**src/cpr_pkg.sv**
```systemverilog
// ============================================================================
// cpr_pkg
// Shared types, codes and the CRC-8 step of the controller pak responder.
// ============================================================================
package cpr_pkg;

    // command codes carried in s_tuser
    localparam logic [1:0] OP_CHECK  = 2'd0;
    localparam logic [1:0] OP_STATUS = 2'd1;
    localparam logic [1:0] OP_READ   = 2'd2;
    localparam logic [1:0] OP_WRITE  = 2'd3;

    // configuration register indexes
    localparam logic REG_PRESENT_MASK = 1'b0;
    localparam logic REG_PAK_MASK     = 1'b1;

    // block geometry
    localparam int BLOCK_BYTES = 32;
    localparam int BLK_AW      = $clog2(BLOCK_BYTES);
    localparam int CNT_W       = BLK_AW + 1;
    localparam int CALC_W      = 18;

    // bus widths
    localparam int S_TDATA_W = 32;
    localparam int M_TDATA_W = 16;

    // fixed values
    localparam logic [7:0]  CRC_POLY     = 8'h85;
    localparam logic [15:0] SPECIAL_ADDR = 16'h8001;
    localparam logic [15:0] ALIGN_MASK   = 16'hFFE0;
    localparam logic [7:0]  ID_BYTE      = 8'h05;

    // output load selector
    localparam logic [2:0] LD_NODEV  = 3'd0;
    localparam logic [2:0] LD_STATUS = 3'd1;
    localparam logic [2:0] LD_ID0    = 3'd2;
    localparam logic [2:0] LD_ID1    = 3'd3;
    localparam logic [2:0] LD_ID2    = 3'd4;
    localparam logic [2:0] LD_DATA   = 3'd5;
    localparam logic [2:0] LD_CRC    = 3'd6;
    localparam logic [2:0] LD_WFIN   = 3'd7;

    typedef struct packed {
        logic              accept;
        logic              ld;
        logic [2:0]        ld_kind;
        logic              rd_issue;
        logic [BLK_AW-1:0] rd_idx;
    } cmd_t;

    typedef struct packed {
        logic [1:0] op;
        logic       no_reply;
        logic       wlast;
        logic       present;
        logic       out_free;
    } sts_t;

    // shift one byte, msb first, through the CRC register
    function automatic logic [7:0] crc_feed(input logic [7:0] crc, input logic [7:0] data);
        logic [7:0] c;
        logic [7:0] d;
        logic       fb;
        c = crc;
        d = data;
        for (int b = 0; b < 8; b++)
        begin
            fb = c[7];
            c  = {c[6:0], d[7]};
            d  = {d[6:0], 1'b0};
            if (fb)
            begin
                c = c ^ CRC_POLY;
            end
        end
        return c;
    endfunction

endpackage

```
**src/cpr_ctrl.sv**
```systemverilog
// ============================================================================
// cpr_ctrl
// Command sequencer: accepts items, steps check, read and write-finish runs.
// ============================================================================
module cpr_ctrl (
    input  logic          clk,
    input  logic          rst_n,
    input  logic          s_tvalid,
    output logic          s_tready,
    input  cpr_pkg::sts_t sts,
    output cpr_pkg::cmd_t cmd
);

    localparam logic [2:0] S_IDLE = 3'd0;
    localparam logic [2:0] S_CHK1 = 3'd1;
    localparam logic [2:0] S_CHK2 = 3'd2;
    localparam logic [2:0] S_READ = 3'd3;
    localparam logic [2:0] S_FIN  = 3'd4;

    localparam logic [cpr_pkg::CNT_W-1:0] CNT_END = cpr_pkg::CNT_W'(cpr_pkg::BLOCK_BYTES);

    logic [2:0]                state_reg, state_next;
    logic [cpr_pkg::CNT_W-1:0] rd_cnt_reg, rd_cnt_next;
    logic [cpr_pkg::CNT_W-1:0] out_cnt_reg, out_cnt_next;
    logic                      rdv_reg, rdv_next;
    logic                      accept, ld_data, issue;

    assign s_tready = (state_reg == S_IDLE) && sts.out_free;
    assign accept   = s_tvalid && s_tready;
    assign ld_data  = (state_reg == S_READ) && rdv_reg && sts.out_free;
    assign issue    = (state_reg == S_READ) && (rd_cnt_reg != CNT_END) && (!rdv_reg || ld_data);

    always_comb
    begin
        state_next   = state_reg;
        rd_cnt_next  = rd_cnt_reg;
        out_cnt_next = out_cnt_reg;
        rdv_next     = rdv_reg;
        cmd.accept   = accept;
        cmd.ld       = 1'b0;
        cmd.ld_kind  = cpr_pkg::LD_NODEV;
        cmd.rd_issue = issue;
        cmd.rd_idx   = rd_cnt_reg[cpr_pkg::BLK_AW-1:0];
        unique case (state_reg)
            S_IDLE:
            begin
                if (accept)
                begin
                    unique case (sts.op)
                        cpr_pkg::OP_CHECK:
                        begin
                            if (!sts.no_reply)
                            begin
                                cmd.ld = 1'b1;
                                if (sts.present)
                                begin
                                    cmd.ld_kind = cpr_pkg::LD_ID0;
                                    state_next  = S_CHK1;
                                end
                            end
                        end
                        cpr_pkg::OP_STATUS:
                        begin
                            cmd.ld      = 1'b1;
                            cmd.ld_kind = cpr_pkg::LD_STATUS;
                        end
                        cpr_pkg::OP_READ:
                        begin
                            if (sts.present)
                            begin
                                state_next   = S_READ;
                                rd_cnt_next  = '0;
                                out_cnt_next = '0;
                                rdv_next     = 1'b0;
                            end
                            else
                            begin
                                cmd.ld = 1'b1;
                            end
                        end
                        default:
                        begin
                            if (sts.wlast)
                            begin
                                state_next = S_FIN;
                            end
                        end
                    endcase
                end
            end
            S_CHK1:
            begin
                if (sts.out_free)
                begin
                    cmd.ld      = 1'b1;
                    cmd.ld_kind = cpr_pkg::LD_ID1;
                    state_next  = S_CHK2;
                end
            end
            S_CHK2:
            begin
                if (sts.out_free)
                begin
                    cmd.ld      = 1'b1;
                    cmd.ld_kind = cpr_pkg::LD_ID2;
                    state_next  = S_IDLE;
                end
            end
            S_READ:
            begin
                // one-deep prefetch: refill the read register as its byte leaves
                if (issue)
                begin
                    rd_cnt_next = rd_cnt_reg + 1'b1;
                    rdv_next    = 1'b1;
                end
                else if (ld_data)
                begin
                    rdv_next = 1'b0;
                end
                if (ld_data)
                begin
                    cmd.ld       = 1'b1;
                    cmd.ld_kind  = cpr_pkg::LD_DATA;
                    out_cnt_next = out_cnt_reg + 1'b1;
                end
                else if (out_cnt_reg == CNT_END && sts.out_free)
                begin
                    cmd.ld      = 1'b1;
                    cmd.ld_kind = cpr_pkg::LD_CRC;
                    state_next  = S_IDLE;
                end
            end
            S_FIN:
            begin
                if (sts.out_free)
                begin
                    cmd.ld      = 1'b1;
                    cmd.ld_kind = cpr_pkg::LD_WFIN;
                    state_next  = S_IDLE;
                end
            end
            default:
            begin
                state_next = S_IDLE;
            end
        endcase
    end

    always_ff @(posedge clk or negedge rst_n)
    begin
        if (!rst_n)
        begin
            state_reg   <= S_IDLE;
            rd_cnt_reg  <= '0;
            out_cnt_reg <= '0;
            rdv_reg     <= 1'b0;
        end
        else
        begin
            state_reg   <= state_next;
            rd_cnt_reg  <= rd_cnt_next;
            out_cnt_reg <= out_cnt_next;
            rdv_reg     <= rdv_next;
        end
    end

    // a load never overwrites a result that is still waiting
    a_ld_free: assert property (@(posedge clk) disable iff (!rst_n)
        cmd.ld |-> sts.out_free)
        else $error("output register overwritten");

    // reads are issued only inside a read run and never past the block
    a_issue_range: assert property (@(posedge clk) disable iff (!rst_n)
        cmd.rd_issue |-> (state_reg == S_READ && rd_cnt_reg != CNT_END))
        else $error("read issued outside block");

    // bytes leave no faster than they are fetched
    a_cnt_order: assert property (@(posedge clk) disable iff (!rst_n)
        (state_reg == S_READ) |-> (out_cnt_reg + cpr_pkg::CNT_W'(rdv_reg) == rd_cnt_reg))
        else $error("read counters out of step");

    // the CRC load ends the read run
    a_crc_end: assert property (@(posedge clk) disable iff (!rst_n)
        (cmd.ld && cmd.ld_kind == cpr_pkg::LD_CRC) |=> (state_reg == S_IDLE))
        else $error("read run did not end after CRC");

endmodule

```
**config.mk**
```make
export PLATFORM = sky130hd
export DESIGN_NAME = cpr_ctrl
export DESIGN_NICKNAME = d
export VERILOG_FILES = /design/src/cpr_pkg.sv /design/src/cpr_ctrl.sv
export SDC_FILE = /design/constraint.sdc
export NUM_CORES = 1
export LEC_CHECK = 0
export ABC_AREA = 1
export BUFFER_PORTS_ARGS = -buffer_cell sky130_fd_sc_hd__buf_2
export CAP_MARGIN = 20
export CORE_ASPECT_RATIO = 1.25
export CORE_MARGIN = 2
export CORE_UTILIZATION = 58
export CTS_BUF_LIST = sky130_fd_sc_hd__clkbuf_8
export CTS_CLUSTER_SIZE = 20
export DETAILED_ROUTE_END_ITERATION = 6
export PLACE_DENSITY = 0.88
export SYNTH_ARGS = -nofsm -noshare
export SYNTH_HDL_FRONTEND = slang
export SYNTH_SLANG_ARGS = --single-unit
```
**constraint.sdc**
```tcl
create_clock -name clk -period 1.6 [get_ports clk]
set_clock_uncertainty 0.05 [all_clocks]
set_input_delay 0 -clock clk [delete_from_list [all_inputs] [get_ports clk]]
set_output_delay 0 -clock clk [all_outputs]
set_load 0.01 [all_outputs]
```
==> metrics.txt <==
status complete, but fails checks; failing checks setup timing; Avg Synthesized Cell Area 6.486 um2; Vias per Instance 6.098; max cap viols 0; crit-path leading delay family simple AND/OR/NAND/NOR gates; CP cell instances inv_1, ha_1, nand2_1, inv_1, nand3_2, nand2_1, nand3_2, o21bai_1, nand2_1; Worst Path Arrival 1930 ps; Die X 46.41 um; crit path max fanout 3; ANT nets after route 0; total power 2628 uW; proportion of layout cells with a drive suffix above 1 0.3673; GPL Wtd Cong 0.9157; CTS Buf Count 3; H-tree depth 1; Hold Crit Class input pin to flop; routed vias 1683; drt first pass iters 7; power density cells 1455 nW/um2; type of the worst setup path flop to flop; n_diodes 0; CP Launch Type flop; worst-skew pair later-pin latency 260 ps; R2R depth 9; register bit total from synthesis 16; PnR worst setup slack -250.1 ps; CTS tree built; fraction of registers with async set or reset after synthesis 1.000; Pleak 0.0009715 uW; worst vdd ir 0.001551 V; number of synthesized flops with an enable pin 0; core area 2163 um2; Worst Max-Slew Pin Slew 435.6 ps; vias in the first global route 1393; Hold Vio Cnt, Final 0; clk root buf clkbuf_8; WP buf/inv 2; commonest non-fill, non-tap cell in the layout nand2_1; IO buf count 20; GRT Residual Overflow 0; Post-Syn Nets 214; Area Overhead vs Synth 38.58%; first-pass GRT wire length 5.802 mm; CTS Buffer Depth 2; Worst EP required 1680 ps; most frequent cells in the layout 55 x nand2_1, 24 x nor2_1, 24 x buf_4, 22 x inv_1, 19 x buf_2; Filler Cell Count 120; final wirelength 4.877 mm; clock sink count 16; largest net degree at the start of global routing 17; drt wl/cell 17.67 um; Setup-failing EPs final 14; area of the multi-input gates 875.8 um2; WHS Path Cells 4; Main synth FF type dfrtp_1; Max Transition Viols Final 0; Most common cell on crit path nand2_1; I/O pins 21; GRT Overall Usage 0.2994; Mapped Area 1304 um2; DRT iter0 DRCs 140; FF-to-FF setup slack -250 ps; area occupied by registers 404.1 um2; Yosys cell types 25; Final Critical Period 1850 ps; initial core utilization 0.6027; Levels on crit path 9; DRC Markers 0; slowest CP cell dfrtp_1; HPWL after DPL 2.356 mm; Place WS 8.060 ps; yosys warns 0; Cells after Synth 201; FP Rows 19; final worst path period share 1.156; initial antenna violation count 0; FMAX 540.5 MHz; Clock transition at path regs 70 ps; RSZ-0062 raised after global routing yes; Layout Nets 259; CP endpoint kind flop; Max-slew headroom 0.7093; Seq/Total Area, Yosys 0.3071; Die ar. 2646 um2; Worst path max stage delay 380 ps; Die H 57.01 um
==> synthesized netlist by cell type, types with 3 or more instances <==
master	instances	area share
nor3_1	4	0.015
nand2_1	63	0.18
inv_1	26	0.075
inv_2	3	0.0086
xor2_1	3	0.020
nand4_1	6	0.029
nand3_1	18	0.069
ha_1	4	0.038
nor2_1	28	0.081
buf_4	7	0.040
o21bai_1	3	0.017
a21oi_1	4	0.015
dfrtp_1	16	0.31
==> what timing repair did <==
item | CTS | global route
hold endpoints to repair | 16 | 0
buffers inserted | 5 | 9
gates resized for setup | 13 | 31
hold buffers | 1 | 0
endpoints found under the setup margin | 4 | 21
pin swaps | 4 | 12
==> tightest hold or removal path, cell delays in order <==
cell and delay, ps:
buf_2 140, nor2_1 60, nand3_1 90, nand2_1 60
==> layout make-up <==
class | instances | share of cell area
Tap cell | 31 | 0.02147
Multi-Input combinational cell | 149 | 0.4848
Sequential cell | 16 | 0.2237
Clock buffer | 4 | 0.03047
Timing Repair Buffer | 47 | 0.1766
Inverter | 29 | 0.06302
==> through the flow <==
step                      hold slack (ps)  std cells  setup TNS, ps    util  instance area (um2)
after floorplan                    -345.6        201              0       -                 1304
after global placement             -111.7        258              0  0.6877                 1488
after detailed placement           -104.7        258              0  0.6877                 1488
after CTS                           32.89        267              0  0.7507                 1624
after global routing                105.1        276          -2011  0.8352                 1807
final                               80.74        276          -1127  0.8352                 1807
==> worst paths after layout <==
check,start,endpoint
max,out_cnt_reg[0]$_DFFE_PN0P_,state_reg[0]$_DFFE_PN0P_
min,sts[4],state_reg[0]$_DFFE_PN0P_
max reg2reg,out_cnt_reg[0]$_DFFE_PN0P_,state_reg[0]$_DFFE_PN0P_
min reg2reg,rd_cnt_reg[4]$_DFFE_PN0P_,rd_cnt_reg[4]$_DFFE_PN0P_
max in group asynchronous,rst_n,state_reg[0]$_DFFE_PN0P_
min in group asynchronous,rst_n,out_cnt_reg[1]$_DFFE_PN0P_
==> where the power goes <==
part / total [uW] / switching, uW / internal [uW]
Combinational: 1660 / 1040 / 617
Sequential: 598 / 113 / 485
Clock: 369 / 151 / 219
Total: 2630 / 1310 / 1320
==> cell families (layout without fill, tap and decap cells) <==
family          count (synthesis)  in the layout  synth area share
compound gates                 15             15           0.08158
xor+xnor                        5              5           0.03360
fa+ha+maj                       4              4           0.03839
buf+inv                        36             80            0.1238
flops                          16             16            0.3071
simple gates                  125            125            0.4156
==> layer usage <==
metal / wire (um) / vias up / global-route usage
met4: 384 / 0 / 0.1551
met1: 1706 / 746 / 0.3570
met2: 2286 / 164 / 0.5099
li1: - / 718 / -
met5: 0 / - / 0
met3: 499 / 55 / 0.02848
No activity file was read; power rests on OpenSTA's default activity.
